**src/hw/rtl/tdpt_pkg.sv**
```systemverilog
// Shared constants, command and status types for the trial-division prime tester.
package tdpt_pkg;

    localparam int VALUE_BITS = 31;
    localparam int ROOT_DEPTH = 65536;

    // Sieve index width and the width of counters that must step past the top entry
    localparam int IDX_W  = $clog2(ROOT_DEPTH);
    localparam int CNT_W  = IDX_W + 1;
    localparam int SQ_W   = 2 * CNT_W;

    // Root of a VALUE_BITS number; candidate padded to whole bit pairs
    localparam int ROOT_W = (VALUE_BITS + 1) / 2;
    localparam int DIV_W  = 2 * ROOT_W;
    localparam int STEP_W = $clog2(ROOT_W + 1);

    localparam int LIM_W  = (ROOT_W > IDX_W) ? ROOT_W : IDX_W;
    localparam logic [LIM_W-1:0] ROOT_LIMIT = LIM_W'(ROOT_DEPTH - 1);

    localparam int S_TDATA_W = ((VALUE_BITS + 7) / 8) * 8;
    localparam int M_TDATA_W = 8;

    typedef enum logic [2:0] {
        ST_IDLE,
        ST_ROOT,
        ST_CLEAR,
        ST_READ,
        ST_CHECK,
        ST_REM,
        ST_MARK,
        ST_FINISH
    } tdpt_state_t;

    typedef struct packed {
        logic load;        // capture candidate, start the root unit
        logic root_take;   // latch the saturated root, aim the clear pointer at 2
        logic clr_step;    // clear the entry under the pointer, advance
        logic walk_start;  // set the walk index to 2
        logic rd;          // read the sieve entry at the walk index
        logic i_next;      // advance the walk index
        logic rem_start;   // start the remainder unit on the walk index
        logic div_found;   // record a divisor: verdict is not prime
        logic mark_start;  // aim the mark pointer at the square of the walk index
        logic mark_step;   // mark the entry under the pointer, advance by the index
        logic res_load;    // move the verdict into the output register
    } tdpt_cmd_t;

    typedef struct packed {
        logic root_busy;
        logic clr_end;
        logic walk_end;
        logic marked;
        logic rem_busy;
        logic rem_zero;
        logic mark_skip;
        logic mark_end;
        logic out_free;
    } tdpt_stat_t;

endpackage

```
**src/hw/rtl/tdpt_isqrt.sv**
```systemverilog
// Iterative integer square root, one bit of the root per cycle.
module tdpt_isqrt
    import tdpt_pkg::*;
(
    input  logic                  aclk,
    input  logic                  aresetn,
    input  logic                  start,
    input  logic [VALUE_BITS-1:0] value,
    output logic                  busy,
    output logic [ROOT_W-1:0]     root
);

    localparam int REM_W = ROOT_W + 2;

    logic                busy_reg, busy_next;
    logic [STEP_W-1:0]   cnt_reg, cnt_next;
    logic [DIV_W-1:0]    val_reg, val_next;
    logic [REM_W-1:0]    rem_reg, rem_next;
    logic [ROOT_W-1:0]   root_reg, root_next;
    logic [REM_W+1:0]    cur, trial;

    always_comb begin
        busy_next = busy_reg;
        cnt_next  = cnt_reg;
        val_next  = val_reg;
        rem_next  = rem_reg;
        root_next = root_reg;
        cur       = {rem_reg, val_reg[DIV_W-1 -: 2]};
        trial     = {REM_W'(root_reg), 2'b01};
        if (start) begin
            busy_next = 1'b1;
            cnt_next  = STEP_W'(ROOT_W);
            val_next  = DIV_W'(value);
            rem_next  = '0;
            root_next = '0;
        end else if (busy_reg) begin
            val_next = {val_reg[DIV_W-3:0], 2'b00};
            if (cur >= trial) begin
                rem_next  = REM_W'(cur - trial);
                root_next = {root_reg[ROOT_W-2:0], 1'b1};
            end else begin
                rem_next  = REM_W'(cur);
                root_next = {root_reg[ROOT_W-2:0], 1'b0};
            end
            cnt_next = cnt_reg - STEP_W'(1);
            if (cnt_reg == STEP_W'(1)) begin
                busy_next = 1'b0;
            end
        end
    end

    always_ff @(posedge aclk) begin
        if (!aresetn) begin
            busy_reg <= 1'b0;
            cnt_reg  <= '0;
        end else begin
            busy_reg <= busy_next;
            cnt_reg  <= cnt_next;
        end
        val_reg  <= val_next;
        rem_reg  <= rem_next;
        root_reg <= root_next;
    end

    assign busy = busy_reg;
    assign root = root_reg;

endmodule

```
**config.mk**
```make
export PLATFORM = sky130hd
export DESIGN_NAME = tdpt_isqrt
export DESIGN_NICKNAME = d
export VERILOG_FILES = /design/src/hw/rtl/tdpt_pkg.sv /design/src/hw/rtl/tdpt_isqrt.sv
export SDC_FILE = /design/constraint.sdc
export NUM_CORES = 1
export LEC_CHECK = 0
export ABC_CLOCK_PERIOD_IN_PS = 2100
export BUFFER_PORTS_ARGS = -buffer_cell sky130_fd_sc_hd__buf_4
export CORE_MARGIN = 1
export CORE_UTILIZATION = 40
export DETAILED_ROUTE_END_ITERATION = 8
export GPL_TIMING_DRIVEN = 1
export SKIP_CTS_REPAIR_TIMING = 1
export SYNTH_ARGS = -nofsm -noshare
export SYNTH_HDL_FRONTEND = slang
export SYNTH_SLANG_ARGS = --single-unit
```
**constraint.sdc**
```tcl
create_clock -name aclk -period 2.1 [get_ports aclk]
set_input_delay 0 -clock aclk [delete_from_list [all_inputs] [get_ports aclk]]
set_output_delay 0 -clock aclk [all_outputs]
set_load 0.02 [all_outputs]
```
# Word-level counts from Yosys, hierarchy flattened
# Index checks and enable logic that the tools add are counted.
word_totals:
  word_cells: 23
  in_bits: 34
  out_inout_bits: 17
  regBits: 72
classes:
  reduce_logical: 2
  n_eq_ne: 1
  addsub: 2
  order_cmp: 1
  mux: 9
  bitwise: 1
ops:
  columns: ["op", "count"]
  rows:
  - ["two-way mux 31 bit", 2]
  - [">= comparator 20 x 18 -> 1 bit", 1]
  - ["two-way mux 18 bit", 1]
  - ["subtractor 18 bit", 1]
  - ["two-way mux 5 bit", 2]
  - ["equality test 5 x 1 -> 1 bit (second input constant)", 1]
  - ["subtractor 5 x 1 -> 5 bit (second input constant)", 1]
  - ["two-way mux 1 bit", 4]
  - ["nonzero test 2 bit", 1]
  - ["OR reduction 2 bit", 1]
  - ["inverter 1 bit", 1]

# Logic depth before layout (Yosys ltp)
# Gate-level depths: netlist of run 1.
logic_depth:
  word_depth: 4
  mapped_depth: 10
  depth_no_buf: 8

# Worst setup path before layout of run 1
# No wires, ideal clock.
synth_timing:
  path_kind: "register -> register"
  startpoint: "register root_reg[15] (netlist: root[15])"
  endpoint: "register rem_reg[14]"
  stages_incl_launch_ff: 9
  slack_ns: -0.263
  arrival_ns: 2.230
  n_path_buf: 1
  setup_ns: 0.133
  t_required_ns: 1.967
  path_cell_list: "dfxtp_1 > inv_1 > ha_1 > a2111o_1 > nor3_1 > a31oi_4 > buf_6 > nand2_1 > o221ai_1"
synth_via:
  elab_chain_len: 2
synth_lines:
  columns: ["item", "line_no", "text"]
  rows:
  - ["start: declaration", "tdpt_isqrt.sv:19", "logic [ROOT_W-1:0] root_reg, root_next;"]
  - ["start signal: assignment", "tdpt_isqrt.sv:62", "root_reg <= root_next;"]
  - [">= comparator 20 x 18 -> 1 bit", "tdpt_isqrt.sv:38", "if (cur >= trial) begin"]
  - ["two-way mux 18 bit", "tdpt_isqrt.sv:38", null]
  - ["end signal: assignment", "tdpt_isqrt.sv:61", "rem_reg <= rem_next;"]
  - ["end: declaration", "tdpt_isqrt.sv:18", "logic [REM_W-1:0] rem_reg, rem_next;"]
# Every way passes these cells.
# A chain may end at the register's enable or synchronous reset.

# Worst setup path after layout of run 1
layout_timing:
  startpoint: "register rem_reg[6]"
  endpoint: "register rem_reg[4]"
layout_via:
  elab_chain_len: 2
layout_lines:
  columns: ["item", "line_no"]
  rows:
  - [">= comparator 20 x 18 -> 1 bit", "tdpt_isqrt.sv:38"]
  - ["two-way mux 18 bit", "tdpt_isqrt.sv:38"]
# Every way passes these cells.

==> out/results.tsv, run 1 <==
metric	value	unit
VDD IR max	571.2	uV
startpoint types	flip-flop	
hold slack	0.05820	ns
number of filler instances in the final layout	758	
number of buffers and inverters on the critical path	3	
area delta synth->final	45.37	%
critical path fanouts, max	8	
clock buffer depth	2	
Syn Area/Cell	10.27	sq um
Synth Instances	380	
Die H	100.8	um
switching power share of the total	39.15	%
required time of the critical path	2.32	ns
Max Cap Viol	0	
Starting Density	41.84	%
gr usage total	19.43	%
GPL Wtd Cong	0.8303	
status	finished with violations	
RSZ-0062 raised after global routing	yes	
WL per Instance	14.59	um
final core area utilization	60.82	%
register area share after synthesis	44.89	%
Post-synth EDFFs	31	
CTS root buffer	clkbuf_8	
Slew @ Worst Pin	0.4772	ns
DP Worst Slack	-0.2490	ns
drt pass-1 iters	4	
Netlist cell types	55	
Max stage delay on crit path	0.36	ns
Port Buffers	50	
Reg area	1780	sq um
period utilization	103.7	%
failing checks	setup timing	
Vias	3337	
first-pass GRT wire length	15.37	mm
DIE WIDTH	100.8	um
Syn Nets	434	
Async SR Flop Fraction	0	%
critical path cell sequence	ha_4 -> buf_6 -> nand4_1 -> buf_4 -> a21oi_2 -> o21ai_2 -> a31oi_4 -> buf_12 -> mux2i_1 -> o21ai_1	
Post-DRT Antenna Nets	0	
DR DRC count	0	
final hold vios	0	
clk sinks	72	
clock network fraction of total power	15.5	%
Initial DRC Count	196	
die area	10160	sq um
Crit path max-delay family	compound AO/OA/AOI/OAI gates	
row cnt	35	
max-slew violations	0	
largest net degree at the start of global routing	37	
Worst Hold Class	primary input to flip-flop	
Critical-path top delay cell	dfxtp_1	
final wirelength	9.574	mm
total leakage power	0.002313	uW
share of cells above drive strength 1	42.13	%
critical path capture point type	flip-flop	
TritonCTS Buffers	9	
Nets	576	
worst setup margin	-0.07680	ns
Slew Limit Headroom	67.85	%
multi-input logic area	2248	sq um
crit path time final	2.177	ns
Synth Flop Type	dfxtp_1	
io pins	51	
register bit total from synthesis	72	
CP Class	flip-flop to flip-flop	
max FFs per register	32	
Sw Pwr	2598	uW
Clock Skew	0.008351	ns
CP arrival	2.40	ns
CTS tree	built	
Post-Syn Area	3902	sq um
setup violators final	16	
power share of the sequential group	26.3	%
Clock Pin Slew Worst Setup and Hold Paths	0.09	ns
f_max	459.4	MHz
vias in the first global route	3249	
total congestion overflow	0	
PD cells	1170	nW/um^2
Ys Warns	0	
core footprint	9328	sq um
initial antenna violation count	0	
internal power	4038	uW
slack of the worst reg-to-reg path	-0.08	ns
Antenna Cells	0	
Gate power share	58.2	%
Via-to-Cell Ratio	5.087	
CTS H-tree depth	3	
DP Wirelength	6.597	mm
clock latency on the worst-skew pair	0.35	ns
## Yosys cell counts (all sizes together), types with 12 or more instances
cell    count  area share [%]
dfxtp      41              21
nand2      39             3.8
nor2       36             3.5
edfxtp     31              24
mux2       29             8.4
mux2i      23             5.9
inv        21             2.0
ha         20             6.4
buf        16             2.3
o21ai      16             2.1
a21oi      14             1.8
xnor2      12             2.7
## power groups by stage
stage	Clock [uW]	Combinational (uW)	Sequential [uW]
after floorplan	0	2240	1760
after global placement	0	3230	1760
after detailed placement	0	3250	1760
after CTS	1060	3280	1730
after global routing	1120	4180	1760
final	1030	3860	1740
## cell type report
| class | count | area share, % |
|---|---|---|
| well taps | 129 | 2.845 |
| clock inverters | 7 | 0.9484 |
| inverters | 21 | 1.390 |
| flip-flops and latches | 72 | 31.39 |
| repair buffers | 150 | 21.61 |
| clock buffers | 9 | 2.184 |
| multi-input cells | 268 | 39.63 |
## layout by cell type (no fill, tap or decap), types with 11 or more instances in the layout
master,n
o21ai_0,13
dlygate4sd3_1,32
buf_4,115
dfxtp_2,11
a21oi_1,12
mux2i_1,23
nand2_1,37
edfxtp_1,31
inv_1,18
dfxtp_1,26
mux2_2,29
ha_4,11
xnor2_1,11
nor2_1,34
## cell families (layout without fill, tap and decap cells)
kind of cell | after synthesis | in the layout | share of synthesized area, %
flops | 72 | 72 | 44.89
buf+inv | 40 | 187 | 4.617
fa+ha+maj | 20 | 20 | 6.412
simple gates | 104 | 104 | 11.86
xor+xnor | 17 | 17 | 3.815
compound gates | 75 | 75 | 14.14
mux | 52 | 52 | 14.27
## per-stage QoR
| stage | power [uW] | cells | TNS (ns) | area (sq um) |
|---|---|---|---|---|
| floorplan | 3996 | 380 | -0.2656 | 4035 |
| global placement | 4988 | 604 | -0.9785 | 4954 |
| detailed placement | 5008 | 604 | -1.316 | 4954 |
| CTS | 6072 | 620 | -1.707 | 5131 |
| global route | 7058 | 656 | -3.351 | 5673 |
| finish | 6636 | 656 | -0.7456 | 5673 |
## worst register-to-register path: cells and delay by family, from the launching register on
kind                     cells  cell delay [ns]
AO/OA/AOI/OAI                4             0.57
adder cells (fa/ha/maj)      1             0.29
buffers and inverters        3             0.45
flip-flops                   1             0.36
multiplexers                 1             0.20
AND/OR/NAND/NOR              1             0.17
## path summary, 6_finish.rpt
path | start | to | cells past startpoint
setup / recovery | rem_reg[6] | rem_reg[4] | 10
setup reg to reg | rem_reg[6] | rem_reg[4] | 10
hold / removal | start | root[11] | 2
hold reg to reg | cnt_reg[1] | cnt_reg[1] | 2
## metal layers
metal  track usage (%)  up-vias  share of wire (%)
met5                 0        -                  0
met4             7.358        0                1.5
met2             31.66       59                 50
li1                  -     1665                  -
met3             4.092       13                3.4
met1             25.33     1600                 45
Power figures use the tool's default switching activity.
==> run 2, diff against run 1 <==
- HOLD_SLACK_MARGIN: unset -> 0.05
- REMOVE_ABC_BUFFERS: unset -> 1
==> run 2 against run 1 <==
The flow still finishes with violations (setup timing). Final area grew 1.1%. Die area is the same. Clock skew grew 0.0015 ns. Worst hold slack lost 0.0012 ns. Sequential power is essentially flat. Combinational power grew 7.3%. Clock power is essentially flat. Flip-flop and latch count is the same. Global-route usage shrank 1.5 points. Via count grew 0.72%. Largest cell class unchanged.
==> out/results.tsv, run 2 (same netlist as run 1, synthesis figures left out) <==
metric	value	unit	change
max FFs per register	32		unchanged
share of cells above drive strength 1	41.35	%	was 42.13%
final hold vios	0		unchanged
startpoint types	flip-flop		unchanged
switching power share of the total	38.96	%	was 39.15%
Slew Limit Headroom	62.87	%	was 67.85%
DIE WIDTH	100.8	um	unchanged
commonest cells after routing, fill and taps aside	119 x buf_4, 37 x nand2_1, 36 x nor2_1		was 115 x buf_4, 37 x nand2_1, 34 x nor2_1
TritonCTS Buffers	9		unchanged
die area	10160	sq um	unchanged
io pins	51		unchanged
PD cells	1212	nW/um^2	was 1170 nW/um^2
core footprint	9328	sq um	unchanged
Sw Pwr	2709	uW	was 2598 uW
GPL Wtd Cong	0.8805		was 0.8303
first-pass GRT wire length	14.13	mm	was 15.37 mm
crit path time final	2.248	ns	was 2.177 ns
hold slack	0.05705	ns	was 0.05820 ns
Gate power share	59.6	%	was 58.2%
CTS H-tree depth	3		unchanged
drt pass-1 iters	4		unchanged
internal power	4244	uW	was 4038 uW
CP Class	flip-flop to flip-flop		unchanged
Vias	3361		was 3337
Nets	581		was 576
DP Wirelength	6.359	mm	was 6.597 mm
clock latency on the worst-skew pair	0.36	ns	was 0.35 ns
critical path capture point type	flip-flop		unchanged
power share of the sequential group	25.3	%	was 26.3%
clock network fraction of total power	15.1	%	was 15.5%
design area	5738	sq um	was 5673 sq um
number of filler instances in the final layout	765		was 758
RSZ-0062 raised after global routing	yes		unchanged
gr usage total	17.94	%	was 19.43%
setup violators final	14		was 16
critical path cell sequence	inv_2 -> ha_4 -> nand4_1 -> nor4_2 -> nor3_2 -> a31oi_4 -> buf_8 -> mux2i_4 -> o21ai_1		was ha_4 -> buf_6 -> nand4_1 -> buf_4 -> a21oi_2 -> o21ai_2 -> a31oi_4 -> buf_12 -> mux2i_1 -> o21ai_1
Worst Reg-to-Reg Cells	9		was 10
critical path fanouts, max	5		was 8
CP arrival	2.48	ns	was 2.40 ns
Clock Pin Slew Worst Setup and Hold Paths	0.09	ns	about the same
hold depth	2		unchanged
VDD IR max	561.9	uV	was 571.2 uV
required time of the critical path	2.33	ns	was 2.32 ns
Port Buffers	50		unchanged
Antenna Cells	0		unchanged
total leakage power	0.002339	uW	was 0.002313 uW
final wirelength	9.609	mm	was 9.574 mm
Critical-path top delay cell	nor4_2		was dfxtp_1
Sum Neg Setup Slack	-1.082	ns	was -0.7456 ns
row cnt	35		unchanged
most common library cell in the layout ignoring fill and taps	buf_4		unchanged
Via-to-Cell Ratio	5.085		was 5.087
Starting Density	41.84	%	unchanged
total power	6954	uW	was 6636 uW
placed instance area	4841	sq um	was 4954 sq um
status	finished with violations		unchanged
f_max	444.9	MHz	was 459.4 MHz
period utilization	107.0	%	was 103.7%
CTS tree	built		unchanged
Slew @ Worst Pin	0.5570	ns	was 0.4772 ns
clk sinks	72		unchanged
DR DRC count	0		unchanged
Max Cap Viol	0		unchanged
Post-DRT Antenna Nets	0		unchanged
WL per Instance	14.54	um	was 14.59 um
CTS root buffer	clkbuf_8		unchanged
failing checks	setup timing		unchanged
area delta synth->final	47.03	%	was 45.37%
total congestion overflow	0		unchanged
Initial DRC Count	110		was 196
Max stage delay on crit path	0.37	ns	was 0.36 ns
initial antenna violation count	0		unchanged
worst setup margin	-0.1478	ns	was -0.07680 ns
vias in the first global route	3091		was 3249
clock buffer depth	2		unchanged
Clock Skew	0.009900	ns	was 0.008351 ns
Die H	100.8	um	unchanged
Worst Hold Class	primary input to flip-flop		unchanged
largest net degree at the start of global routing	35		was 37
max-slew violations	0		unchanged
-- run 2: cell types whose count changed in the layout (fill, tap and decap cells not counted), moves of 3 or more --
cell,delta
buf_4,+4
o21ai_1,+4
mux2i_1,-3
dfxtp_2,-3
dfxtp_4,-4
dfxtp_1,+7
o21ai_0,-4
mux2i_4,+3
-- run 2: through the flow --
| step | setup WS, ns | util, % | std cells |
|---|---|---|---|
| after floorplan | -0.7546 | - | 361 |
| after global placement | -0.2636 | 51.90 | 607 |
| after detailed placement | -0.2914 | 51.90 | 607 |
| after CTS | -0.3384 | 53.88 | 623 |
| after global routing | -0.2203 | 61.52 | 661 |
| final | -0.1478 | 61.52 | 661 |
-- run 2: worst paths after layout --
path | startpoint | to | slack (ns)
max | root[13] | rem_reg[2] | -0.15
min | start | root[2] | 0.06
max reg2reg | root[13] | rem_reg[2] | -0.15
min reg2reg | val_reg[29] | val_reg[31] | 0.51
-- run 2: worst max-delay path: cells and delay by family, from the launching register on --
kind            cells  cell delay (ns)
simple gates        3             0.65
compound gates      2             0.37
flops               1             0.34
fa+ha+maj           1             0.27
mux                 1             0.25
buf+inv             2             0.23
-- run 2: power groups by stage --
stage	Combinational, uW	Clock, uW	Sequential, uW
final	4140	1050	1760
after global routing	4450	1140	1780
after CTS	3140	1090	1720
after detailed placement	3110	0	1750
after global placement	3100	0	1750
after floorplan	1970	0	1770
-- run 2: metal layers --
| layer | global-route usage [%] | share of wire [%] | vias to the layer above |
|---|---|---|---|
| li1 | - | - | 1680 |
| met1 | 23.82 | 46 | 1601 |
| met2 | 28.35 | 49 | 69 |
| met3 | 4.785 | 3.9 | 11 |
| met4 | 5.909 | 1.1 | 0 |
| met5 | 0 | 0 | - |
-- run 2: area by class of cell --
type / instances / area, sq um / share of cell area, %
clock inverter: 7 / 61.31 / 1.068
sequential: 72 / 1762 / 30.70
clock buffer: 9 / 123.9 / 2.159
timing repair buffer: 155 / 1280 / 22.31
multi-input combinational: 268 / 2271 / 39.58
inverter: 21 / 78.83 / 1.374
tap: 129 / 161.4 / 2.813
