File: config.mk
export PLATFORM = sky130hd
export DESIGN_NAME = tdpt_rem
export DESIGN_NICKNAME = d
export VERILOG_FILES = /design/src/hw/rtl/tdpt_pkg.sv /design/src/hw/rtl/tdpt_rem.sv
export SDC_FILE = /design/constraint.sdc
export NUM_CORES = 1
export LEC_CHECK = 0
export ABC_CLOCK_PERIOD_IN_PS = 4900
export BUFFER_PORTS_ARGS = -buffer_cell sky130_fd_sc_hd__buf_2
export CAP_MARGIN = 20
export CELL_PAD_IN_SITES_DETAIL_PLACEMENT = 1
export CELL_PAD_IN_SITES_GLOBAL_PLACEMENT = 2
export CORE_UTILIZATION = 35
export CTS_CLUSTER_SIZE = 14
export DETAILED_ROUTE_END_ITERATION = 7
export PLACE_DENSITY_LB_ADDON = 0.1
export SLEW_MARGIN = 5
export SYNTH_ARGS = -nofsm -noshare
export SYNTH_HDL_FRONTEND = slang
export SYNTH_SLANG_ARGS = --single-unit
export TNS_END_PERCENT = 100
File: constraint.sdc
create_clock -name aclk -period 4.9 [get_ports aclk]
set_input_delay 0.98 -clock aclk [delete_from_list [all_inputs] [get_ports aclk]]
set_output_delay 0.98 -clock aclk [all_outputs]
set_load 0.005 [all_outputs]
File: src/hw/rtl/tdpt_pkg.sv
// Shared constants, command and status types for the trial-division prime tester.
package tdpt_pkg;

    localparam int VALUE_BITS = 31;
    localparam int ROOT_DEPTH = 65536;

    // Sieve index width and the width of counters that must step past the top entry
    localparam int IDX_W  = $clog2(ROOT_DEPTH);
    localparam int CNT_W  = IDX_W + 1;
    localparam int SQ_W   = 2 * CNT_W;

    // Root of a VALUE_BITS number; candidate padded to whole bit pairs
    localparam int ROOT_W = (VALUE_BITS + 1) / 2;
    localparam int DIV_W  = 2 * ROOT_W;
    localparam int STEP_W = $clog2(ROOT_W + 1);

    localparam int LIM_W  = (ROOT_W > IDX_W) ? ROOT_W : IDX_W;
    localparam logic [LIM_W-1:0] ROOT_LIMIT = LIM_W'(ROOT_DEPTH - 1);

    localparam int S_TDATA_W = ((VALUE_BITS + 7) / 8) * 8;
    localparam int M_TDATA_W = 8;

    typedef enum logic [2:0] {
        ST_IDLE,
        ST_ROOT,
        ST_CLEAR,
        ST_READ,
        ST_CHECK,
        ST_REM,
        ST_MARK,
        ST_FINISH
    } tdpt_state_t;

    typedef struct packed {
        logic load;        // capture candidate, start the root unit
        logic root_take;   // latch the saturated root, aim the clear pointer at 2
        logic clr_step;    // clear the entry under the pointer, advance
        logic walk_start;  // set the walk index to 2
        logic rd;          // read the sieve entry at the walk index
        logic i_next;      // advance the walk index
        logic rem_start;   // start the remainder unit on the walk index
        logic div_found;   // record a divisor: verdict is not prime
        logic mark_start;  // aim the mark pointer at the square of the walk index
        logic mark_step;   // mark the entry under the pointer, advance by the index
        logic res_load;    // move the verdict into the output register
    } tdpt_cmd_t;

    typedef struct packed {
        logic root_busy;
        logic clr_end;
        logic walk_end;
        logic marked;
        logic rem_busy;
        logic rem_zero;
        logic mark_skip;
        logic mark_end;
        logic out_free;
    } tdpt_stat_t;

endpackage

File: src/hw/rtl/tdpt_rem.sv
// Restoring remainder unit, two dividend bits per cycle.
module tdpt_rem
    import tdpt_pkg::*;
(
    input  logic              aclk,
    input  logic              aresetn,
    input  logic              start,
    input  logic [DIV_W-1:0]  dividend,
    input  logic [IDX_W-1:0]  divisor,
    output logic              busy,
    output logic              zero
);

    logic                busy_reg, busy_next;
    logic [STEP_W-1:0]   cnt_reg, cnt_next;
    logic [DIV_W-1:0]    quo_reg, quo_next;
    logic [IDX_W-1:0]    rem_reg, rem_next;
    logic [IDX_W-1:0]    div_reg, div_next;
    logic [IDX_W:0]      t1, t2, d_ext;
    logic [IDX_W-1:0]    r1;

    always_comb begin
        busy_next = busy_reg;
        cnt_next  = cnt_reg;
        quo_next  = quo_reg;
        rem_next  = rem_reg;
        div_next  = div_reg;
        d_ext     = {1'b0, div_reg};
        t1        = {rem_reg, quo_reg[DIV_W-1]};
        r1        = (t1 >= d_ext) ? IDX_W'(t1 - d_ext) : IDX_W'(t1);
        t2        = {r1, quo_reg[DIV_W-2]};
        if (start) begin
            busy_next = 1'b1;
            cnt_next  = STEP_W'(ROOT_W);
            quo_next  = dividend;
            rem_next  = '0;
            div_next  = divisor;
        end else if (busy_reg) begin
            quo_next = {quo_reg[DIV_W-3:0], 2'b00};
            rem_next = (t2 >= d_ext) ? IDX_W'(t2 - d_ext) : IDX_W'(t2);
            cnt_next = cnt_reg - STEP_W'(1);
            if (cnt_reg == STEP_W'(1)) begin
                busy_next = 1'b0;
            end
        end
    end

    always_ff @(posedge aclk) begin
        if (!aresetn) begin
            busy_reg <= 1'b0;
            cnt_reg  <= '0;
        end else begin
            busy_reg <= busy_next;
            cnt_reg  <= cnt_next;
        end
        quo_reg <= quo_next;
        rem_reg <= rem_next;
        div_reg <= div_next;
    end

    assign busy = busy_reg;
    assign zero = (rem_reg == '0);

endmodule

* After elaboration in Yosys (flattened, before gate mapping)
Index checks and enable logic that the tools add are counted.
** Operators by class
- Add/sub/neg operators :: 3
- Magnitude comparators :: 2
- Eq/ne operators :: 1
- Multiplexer cells :: 9
- Bitwise gates (word level) :: 1
- Reductions and logical operators :: 3
** Operators with widths (count)
- $mux 32 :: 2
- $ge 17x16->1 :: 2
- $mux 16 :: 2
- $sub 16x16->16 :: 2
- $logic_not 16->1 :: 1
- $mux 5 :: 2
- $eq 5x1->1 const B :: 1
- $sub 5x1->5 const B :: 1
- $mux 1 :: 3
- $reduce_bool 2->1 :: 1
- $reduce_or 2->1 :: 1
- $not 1->1 :: 1
** Storage, ports and cells
- Register bits after elaboration :: 70
- Input bits :: 51
- Output and inout bits :: 2

* Logic depth before layout (Yosys ltp)
Gate-level depths: netlist (run 1).
- Depth in word-level cells :: 4
- Depth in mapped cells :: 21
- Mapped depth without buffers :: 20

* Least setup slack after synthesis (run 1)
OpenSTA, ideal clock, no wires.
- Path kind :: flip-flop to flip-flop
- Start :: reg div_reg[1]
- End :: reg rem_reg[0]
- Setup time :: 0.086 ns
- Data arrival time :: 4.470 ns
- Slack :: 0.344 ns
- Stages on the path, launching flop included :: 19
- Buffers on the path :: 2
- Cells stage by stage :: edfxtp_1 inv_1 ha_1 nor2b_1 o31ai_2 a21oi_2 a211oi_2 or2_1 buf_6 buf_6 mux2_4 ha_1 and3_1 nor2b_1 or4_1 o2111a_1 a21oi_4 mux2_2 a211oi_1
** Between the ends
- Longest elaborated chain between the ends :: 4
- Elaborated cells between the ends (all ways) :: 5
- Those cells by class :: add/sub (1); order compare (2); mux (2)
** RTL lines
- from (decl) :: line tdpt_rem.sv:18 : logic [IDX_W-1:0] div_reg, div_next;
- from (signal assigned) :: line tdpt_rem.sv:58 : div_reg <= div_next;
- $sub 16x16->16 / $ge 17x16->1 (equally long branches) :: line tdpt_rem.sv:30 : r1 = (t1 >= d_ext) ? IDX_W'(t1 - d_ext) : IDX_W'(t1);
- $mux 16 :: line tdpt_rem.sv:30
- $ge 17x16->1 * :: line tdpt_rem.sv:40 : rem_next = (t2 >= d_ext) ? IDX_W'(t2 - d_ext) : IDX_W'(t2);
- $mux 16 * :: line tdpt_rem.sv:40
- to (signal assigned) :: line tdpt_rem.sv:57 : rem_reg <= rem_next;
- to (decl) :: line tdpt_rem.sv:17 : logic [IDX_W-1:0] rem_reg, rem_next;
Mark *: on every way between the ends. The rest lies on a longest branch, timed or not.
A chain may end at the register's enable or synchronous reset.

* Worst setup path in the final report (run 1)
- Start :: reg div_reg[8]
- End :: reg rem_reg[13]
** Between the ends
- Longest elaborated chain between the ends :: 4
- Elaborated cells between the ends (all ways) :: 6
- Those cells by class :: add/sub (2); order compare (2); mux (2)
** RTL lines (line)
- $sub 16x16->16 / $ge 17x16->1 (equally long branches) :: tdpt_rem.sv:30
- $mux 16 :: tdpt_rem.sv:30
- $sub 16x16->16 / $ge 17x16->1 (equally long branches) :: tdpt_rem.sv:40
- $mux 16 * :: tdpt_rem.sv:40
Marks and branches as above.

==> results_dict.tcl, run 1 <==
set metrics [dict create \
    synth_seq_area_share_pct 40.52 \
    finalWorstSetupSlack_ns 0.2411 \
    synth_warnings 0 \
    drc 0 \
    cp_num_buf_inv 3 \
    root_buffer "clkbuf_16" \
    startpoint_type "register" \
    diodes 0 \
    gr-usage-all-layers_pct 19.27 \
    rrSetupSlack_ns 0.24 \
    vias 3593 \
    power.density_nw_per_um2 448.5 \
    switching_power_uw 919.6 \
    critPathMaxStageDelay_ns 0.40 \
    routed_wl_um 12350 \
    rows 41 \
    syn-num-nets 519 \
    crit_end "rem_reg[13]" \
    tightest_slew_ns 0.8145 \
    fillers 1428 \
    grt_max_degree 65 \
    syn_inst 432 \
    maxSlewViolCount 0 \
    htreeDepth 3 \
    grt.overflow.total 0 \
    grt_pass1_wl_um 19600 \
    p_int_mw 1.571 \
    power_frac_comb_pct 44.6 \
    worstSetupPathDepth 19 \
    drt_first_pass_iters 4 \
    clockBufferDepth 2 \
    cts_tree "yes" \
    fin_util_pct 43.48 \
    vias_per_cell 5.245 \
    instances_no_fill 685 \
    finalPower_mw 2.491 \
    worstSetupStartpoint "div_reg[8]" \
    drt-initial-drc-count 138 \
    drive_above_1_share_pct 30.80 \
    largest_reg_flops 32 \
    ctsHoldBuffers 0 \
    clk_pin_slew_worst_paths_ns 0.06 \
    top_level_ports 53 \
    dpl.cell_count 666 \
    cp-end-kind "register" \
    ir_drop_v 0.0003497 \
    area_growth_pct 19.59 \
    hpwl_um 9482 \
    crit_type "register to register" \
    gp_congestion 0.8275 \
    cp.required_ns 5.15 \
    clock-sinks 70 \
    hold_class "register to register" \
    start_util_pct 36.36 \
    crit_fanout 8 \
    cp_top_family "compound AO/OA/AOI/OAI gates" \
    maxCapViolations 0 \
    regToRegEndpoint "rem_reg[13]" \
    timing.final.crit_period_ns 4.659 \
    skew_ns 0.009713 \
    netlist_area_um2 4644 \
    cpMostUsedCell "buf_4" \
    synth_edf_count 48 \
    fin_area_um2 5554 \
    ff2ff_path_depth 19 \
    async_flop_share_pct 0 \
    path_cells "inv_1 -> ha_2 -> and3_2 -> nand3_1 -> o311ai_1 -> a211oi_2 -> or2_4 -> buf_4 -> mux2_4 -> ha_1 -> o21a_1 -> o21ai_0 -> a32o_1 -> o21ai_2 -> o2111a_2 -> a21oi_4 -> buf_4 -> a2111o_1 -> a311oi_1" \
    synth.distinct_cells 63 \
    clk_latency_ns 0.34 \
    relSlewSlack_pct 45.50 \
    mostFrequentLayoutCell "buf_2" \
    power.share.clock_pct 25.5 \
    layout_common_cells "52 x buf_2, 48 x edfxtp_1, 37 x mux2_2" \
    io_buffers 52 \
    p_leak_nw 2.399 \
    yosys_most_used_dff "edfxtp_1" \
    setup_viol 0 \
    r2r-start "div_reg[8]" \
    antenna_left 0 \
    cts_buffers 9 \
    fmax_mhz 214.6 \
    fin_worst_hold_slack_ns 0.5133 \
    run_status "finished, final reports clean" \
    cp_slowest_cell "ha_2" \
    wl_per_cell_um 18.02 \
    tns_ns 0 \
    placed_area_um2 5201 \
    period_share_pct 95.08 \
    preCtsSetupSlack_ns 0.006657 \
    fp.coreArea_um2 12770 \
    ys_ff_latch 70 \
    hold_viol_final 0 \
    grt_pass1_vias 3634 \
    p_seq_share_pct 29.9 \
    num-nets-final 595 \
    die_area_um2 13730 \
    arrival_ns 4.91 \
    p_sw_share_pct 36.92 \
    die_x_um 117.2 \
    antenna_found_initial 0 \
    syn_avg_cell_area_um2 10.75 \
    die_h_um 117.2 \
]
[cell type report]
cell class | instances | area, µm² | share of cell area, %
tap | 172 | 215.2 | 3.875
clock buffer | 9 | 225.2 | 4.055
clock inverter | 7 | 61.31 | 1.104
inverter | 32 | 120.1 | 2.163
multi-input combinational | 318 | 2599 | 46.79
sequential | 70 | 1882 | 33.88
timing repair buffer | 77 | 451.7 | 8.132
[Yosys cell counts (all sizes together), types with 4 or more instances]
library cell  count  area share (%)
edfxtp           48              31
nand3             5            0.54
nor2             26             2.1
a31oi             4            0.54
o21ai            28             3.3
a21oi            21             2.6
nor4              6            0.81
nand2b            5            0.67
ha               34             9.2
nand4             4            0.54
a21o             10             1.6
o21a              4            0.65
inv              32             2.6
mux2i            13             2.8
buf               7             1.4
xnor2            15             2.8
nor2b             6            0.81
mux2             41              10
a211oi           14             2.5
dfxtp            22             9.5
xor2              8             1.5
clkbuf            5            0.40
nor3              9            0.97
a311oi            4            0.89
and2              4            0.54
nand2            15             1.2
and3              5            0.67
[repair_timing]
| item | in CTS | in global routing |
|---|---|---|
| endpoints found under the setup margin | 1 | 15 |
| gates resized for setup | 1 | 11 |
| pin swaps | 0 | 3 |
| gates cloned | 0 | 0 |
| buffers inserted | 0 | 3 |
[worst min-delay path, delay by kind of cell, from the launching register on]
kind | cells | cell delay [ns]
simple gates | 1 | 0.09
compound gates | 1 | 0.05
flops | 1 | 0.33
[worst min path at each step]
stage | start | to | slack [ns] | cells after the start
CTS | rem_reg[4] | rem_reg[4] | 0.51 | 2
finish | cnt_reg[1] | cnt_reg[1] | 0.51 | 2
global route | rem_reg[4] | rem_reg[4] | 0.55 | 2
global placement | cnt_reg[1] | cnt_reg[1] | 0.49 | 2
detailed placement | rem_reg[4] | rem_reg[4] | 0.50 | 2
floorplan | rem_reg[9] | rem_reg[9] | 0.46 | 2
[logic make-up after synthesis]
family,Yosys count,synth area share (%)
xor gates and xnor gates,23,4.337
adders and majority gates,36,10.02
DFF,70,40.52
buffers and inverters,44,4.391
AOI/OAI and AO/OA,109,17.05
and+or+nand+nor,96,10.61
muxes,54,13.07
[routing by layer]
metal / vias up / track usage, % / wire [µm]
met5: - / 0 / 0
met1: 1754 / 26.00 / 6079
li1: 1781 / - / -
met2: 47 / 31.33 / 5826
met4: 0 / 5.570 / 121
met3: 11 / 3.708 / 318
[power by group through the flow]
stage / Clock (mW) / Sequential, mW / Combinational (mW)
final: 0.635 / 0.745 / 1.11
after global routing: 0.676 / 0.753 / 1.21
after CTS: 0.658 / 0.746 / 1.08
after detailed placement: 0 / 0.758 / 1.07
after global placement: 0 / 0.756 / 1.06
after floorplan: 0 / 0.743 / 0.796
(Power assumes the default switching activity.)
==> run 2: changes to the inputs <==
ABC_CLOCK_PERIOD_IN_PS = 5300   (was 4900)
CORE_UTILIZATION = 39   (was 35)
clock period = 5.3 ns   (was 4.9 ns; I/O delays follow)
==> run 2 against run 1 <==
  * The run now ends with design-rule violations left
  * Clock power increased by 5.7%
  * Via count is 1.2% lower
  * Cell area decreased by 1.8%
  * Register-to-register slack better by 0.15 ns
  * Die area fell by 10%
  * Critical endpoint is now rem_reg[0]
==> results_dict.tcl, run 2 (synthesis gave the netlist of run 1 again) <==
set metrics [dict create \
    run_status "finished, violations left" \
    violations "design-rule violations" \
    cp-end-kind "register" \
    drive_above_1_share_pct 27.74 \
    worstHoldEndpoint "rem_reg[4]" \
    antenna_left 0 \
    drt-initial-drc-count 149 \
    cp_slowest_cell "or4_1" \
    area_growth_pct 17.43 \
    startpoint_type "register" \
    grt-busiest-layer "met2" \
    finalWorstSetupSlack_ns 0.3946 \
    p_seq_share_pct 29.5 \
    antenna_found_initial 0 \
    p_sw_share_pct 35.19 \
    gp_congestion 0.8243 \
    hold_class "register to register" \
    cp_num_buf_inv 2 \
    mostFrequentLayoutCell "buf_2" \
    drt_first_pass_iters 6 \
    power.density_nw_per_um2 429.8 \
    vias 3551 \
    power.share.clock_pct 28.6 \
    crit_type "register to register" \
    gr-usage-all-layers_pct 20.56 \
    start_util_pct 40.33 \
    tns_ns 0 \
    grt_max_degree 43 \
    die_x_um 111.1 \
    diodes 0 \
    rsz0062_at_grt "no" \
    vias_per_cell 5.514 \
    maxSlewViolCount 0 \
    hpwl_um 9212 \
    cts_tree "yes" \
    largest_reg_flops 32 \
    grt_pass1_wl_um 19720 \
    whs_path_depth 2 \
    fillers 1295 \
    wl_per_cell_um 18.45 \
    ctsHoldBuffers 0 \
    cp.required_ns 5.55 \
    num-nets-final 583 \
    top_level_ports 53 \
    fmax_mhz 203.9 \
    tightest_slew_ns 0.5291 \
    drc 2 \
    critPathMaxStageDelay_ns 0.49 \
    period_share_pct 92.55 \
    hold_start "rem_reg[4]" \
    rows 39 \
    layout_common_cells "52 x buf_2, 48 x edfxtp_1, 37 x mux2_2" \
    clk_latency_ns 0.34 \
    clock-sinks 70 \
    path_cells "inv_1 -> ha_1 -> nor2b_1 -> o31ai_2 -> a21oi_2 -> a211oi_4 -> or2_1 -> buf_4 -> mux2_4 -> ha_1 -> and3_1 -> nor2b_1 -> or4_1 -> o2111a_1 -> a21oi_4 -> mux2_2 -> a211oi_1" \
    hold_viol_final 0 \
    clockBufferDepth 2 \
    met1_usage_pct 27.58 \
    io_buffers 52 \
    ir_drop_v 0.0001815 \
    relSlewSlack_pct 64.72 \
    crit_fanout 8 \
    switching_power_uw 824.9 \
    p_int_mw 1.519 \
    regToRegEndpoint "rem_reg[0]" \
    routed_wl_um 11880 \
    arrival_ns 5.15 \
    htreeDepth 3 \
    p_leak_nw 2.367 \
    rrSetupSlack_ns 0.39 \
    seqCellArea_um2 1882 \
    ff2ff_path_depth 17 \
    grt_util_met2_pct 34.13 \
    maxCapViolations 0 \
    cts_buffers 9 \
    multi_input_area_um2 2575 \
    die_h_um 111.1 \
    setup_viol 0 \
    skew_ns 0.009474 \
    clk_pin_slew_worst_paths_ns 0.06 \
    grt.overflow.total 0 \
    cp_top_family "compound AO/OA/AOI/OAI gates" \
    grt_use_met3_pct 3.718 \
    r2r-start "div_reg[1]" \
    preCtsSetupSlack_ns 0.2641 \
    fp.coreArea_um2 11520 \
    timing.final.crit_period_ns 4.905 \
    grt_pass1_vias 3779 \
    power_frac_comb_pct 41.9 \
    root_buffer "clkbuf_16" \
    die_area_um2 12350 \
]
[run 2: cell count changes in the layout (fill, tap and decap cells not counted), moves of 2 or more]
cell,change
buf_4,-12
a21oi_1,+2
ha_1,+2
bufinv_16,+2
a21oi_2,-2
[run 2: tightest hold or removal path, cell delays in order, from the launching register on]
cell and delay (ns):
dfxtp_1 0.33, nand2_1 0.06, o21ai_1 0.05
[run 2: how the worst max path moves through the flow]
stage | start | to | slack [ns] | cells past startpoint
3_3_place_gp | div_reg[1] | rem_reg[7] | 0.39 | 18
3_5_place_dp | div_reg[1] | rem_reg[0] | 0.26 | 17
2_1_floorplan | div_reg[1] | rem_reg[0] | 0.74 | 18
4_1_cts | div_reg[1] | rem_reg[0] | 0.22 | 17
5_1_grt | div_reg[1] | rem_reg[13] | 0.05 | 18
6_report | div_reg[1] | rem_reg[0] | 0.39 | 17
[run 2: through the flow]
stage / util [%] / instances / power (mW) / cell area [µm²] / hold WS (ns)
after floorplan: - / 432 / 1.423 / 4644 / 0.4555
after global placement: 44.24 / 626 / 1.643 / 5095 / 0.4812
after detailed placement: 44.24 / 626 / 1.658 / 5095 / 0.4844
after CTS: 47.09 / 642 / 2.343 / 5423 / 0.4930
after global routing: 47.36 / 644 / 2.491 / 5454 / 0.5266
final: 47.36 / 644 / 2.344 / 5454 / 0.4884
[run 2: what timing repair did]
action / CTS / global route
endpoints found under the setup margin: 0 / 8
resized for setup: 0 / 4
setup buffers: 0 / 2
[run 2: power by group through the flow]
| stage | clock network [mW] | logic, mW | registers (mW) |
|---|---|---|---|
| after global placement | 0 | 0.940 | 0.702 |
| after global routing | 0.708 | 1.08 | 0.698 |
| after detailed placement | 0 | 0.954 | 0.703 |
| final | 0.671 | 0.982 | 0.692 |
| after CTS | 0.686 | 0.965 | 0.692 |
| after floorplan | 0 | 0.736 | 0.687 |
[run 2: metal layers]
layer	vias to the layer above	wire, µm
met2	51	5611
met5	-	0
met4	0	105
li1	1748	-
met1	1744	5763
met3	8	400
[run 2: final cells by class]
class	instances	share of cell area, %
Multi-Input combinational cell	318	47.21
Sequential cell	70	34.50
Timing Repair Buffer	65	6.791
Clock buffer	9	4.129
Tap cell	143	3.281
Inverter	32	2.202
Clock inverter	7	1.881
==> run 3: changes to the inputs <==
ABC_AREA = 1   (was not set)
CORE_UTILIZATION = 35   (was 39)
==> run 3 against run 2 <==
  * The run now ends clean
  * Sequential power grew 2%
  * Die area grew 22%
  * Via count grew 26%
  * Register-to-register slack gained 0.69 ns
  * Critical path depth grew 6
  * Largest cell class unchanged
  * Largest power group unchanged
==> results_dict.tcl, run 3 <==
set metrics [dict create \
    synth.distinct_cells 42 \
    tightest_slew_ns 0.4481 \
    power.density_nw_per_um2 470.4 \
    synth_seq_area_share_pct 36.94 \
    start_util_pct 36.27 \
    fillers 1803 \
    yosysTopAreaCellShare_pct 28.30 \
    maxSlewViolCount 0 \
    clockBufferDepth 2 \
    ir_drop_v 0.0001684 \
    drive_above_1_share_pct 15.42 \
    hold_class "register to register" \
    startpoint_type "register" \
    synth_commonest_cells "261 x nand2_1, 84 x inv_1, 54 x nand3_1" \
    fp.coreArea_um2 14040 \
    drt_first_pass_iters 4 \
    ys_top_cells_by_area "edfxtp_1 28%, nand2_1 19%, dfxtp_1 8.6%" \
    hpwl_um 11430 \
    syn_avg_cell_area_um2 7.393 \
    rsz0062_at_grt "no" \
    netlist_area_um2 5094 \
    hold_viol_final 0 \
    area_growth_pct 14.47 \
    io_buffers 52 \
    async_flop_share_pct 0 \
    antenna_found_initial 0 \
    grt.overflow.total 0 \
    vias 4458 \
    synth_top_area_cell "edfxtp_1" \
    run_status "finished, final reports clean" \
    die_h_um 122.6 \
    preCtsSetupSlack_ns 1.091 \
    relSlewSlack_pct 70.01 \
    ys_ff_latch 70 \
    mostFrequentLayoutCell "nand2_1" \
    cts_resized 0 \
    cts_buffers 9 \
    drc 0 \
    routed_wl_um 14120 \
    gr-usage-all-layers_pct 20.34 \
    largest_reg_flops 32 \
    tns_ns 0 \
    finalPower_mw 2.743 \
    fmax_mhz 237.2 \
    arrival_ns 4.49 \
    htreeDepth 3 \
    syn-num-nets 776 \
    synth_warnings 0 \
    grt_pass1_vias 4740 \
    gp_congestion 0.8303 \
    clk_pin_slew_worst_paths_ns 0.06 \
    clk_latency_ns 0.34 \
    post-cts-setup-buffers 0 \
    synth_most_common_cell "nand2_1" \
    wl_per_cell_um 15.25 \
    num-nets-final 828 \
    ctsHoldBuffers 0 \
    drt-initial-drc-count 195 \
    vias_per_cell 4.814 \
    yosys_most_used_dff "edfxtp_1" \
    cp-end-kind "register" \
    rows 43 \
    grt_pass1_wl_um 23490 \
    timing.final.crit_period_ns 4.216 \
    diodes 0 \
    synth_edf_count 48 \
    maxCapViolations 0 \
    grt_max_degree 39 \
    root_buffer "clkbuf_16" \
    finalWorstSetupSlack_ns 1.084 \
    antenna_left 0 \
    skew_ns 0.007497 \
    layout_common_cells "261 x nand2_1, 84 x inv_1, 54 x nand3_1" \
    cp.required_ns 5.58 \
    setup_viol 0 \
    fin_worst_hold_slack_ns 0.5007 \
    p_leak_nw 3.045 \
    crit_type "register to register" \
    crit_fanout 27 \
    syn_inst 689 \
    placed_area_um2 5497 \
    die_area_um2 15040 \
    die_x_um 122.6 \
    period_share_pct 79.55 \
    fin_area_um2 5831 \
    cts_tree "yes" \
    clock-sinks 70 \
    top_level_ports 53 \
]
-- run 3: cell types whose count changed after synthesis, moves of 13 or more --
cell     before  now
nand2_1      15  261
mux2i_1      13    0
nand3_1       5   54
o21ai_0      19    6
inv_1        32   84
mux2_2       37    0
-- run 3: logic make-up after synthesis --
group,count (synthesis),synth area share [%]
xor gates and xnor gates,22,3.783
buffers and inverters,107,8.769
DFF,70,36.94
and+or+nand+nor,401,35.59
AOI/OAI and AO/OA,53,5.773
adders and majority gates,36,9.138
-- run 3: layout make-up --
class                      instances  area, µm²  area share (%)
inverter                          91      341.6           5.858
clock inverter                     7      73.82           1.266
multi-input combinational        512       2765           47.42
sequential                        70       1882           32.27
tap                              180      225.2           3.863
clock buffer                       9      225.2           3.863
timing repair buffer              57      317.8           5.451
-- run 3: through the flow --
step	utilization, %	std cells
after detailed placement	39.14	908
after global routing	41.52	926
final	41.52	926
after global placement	39.14	908
after CTS	41.27	924
after floorplan	-	689
-- run 3: power by group --
part	internal [mW]	switching, mW
registers	0.658	0.0492
logic	0.503	0.927
clock network	0.366	0.239
-- run 3: final timing paths --
check        startpoint    endpoint  slack, ns  cells after the start
max          div_reg[5]  rem_reg[0]       1.08                     23
min          rem_reg[5]  rem_reg[5]       0.50                      2
max reg2reg  div_reg[5]  rem_reg[0]       1.08                     23
min reg2reg  rem_reg[5]  rem_reg[5]       0.50                      2
-- run 3: layer usage --
layer	wire (µm)	track usage [%]
met1	6808	25.94
met2	6634	34.76
met3	419	3.392
met4	256	6.631
met5	0	0
-- run 3: critical path: stages (launching register included) --
cell,delay (ns)
edfxtp_1,0.33
inv_1,0.09
ha_1,0.36
nand2_1,0.12
nor2_1,0.21
nand3_1,0.13
nand3_2,0.14
nand3_2,0.12
nand2_4,0.27
nand2_1,0.09
o21ai_1,0.17
inv_1,0.08
ha_1,0.35
a21oi_1,0.17
nand2_1,0.16
nand3_1,0.13
nand3_1,0.14
nand3_1,0.14
nand2_1,0.08
nand2_2,0.31
nand3_4,0.26
nand2_1,0.13
nand3_1,0.08
nand2_1,0.08
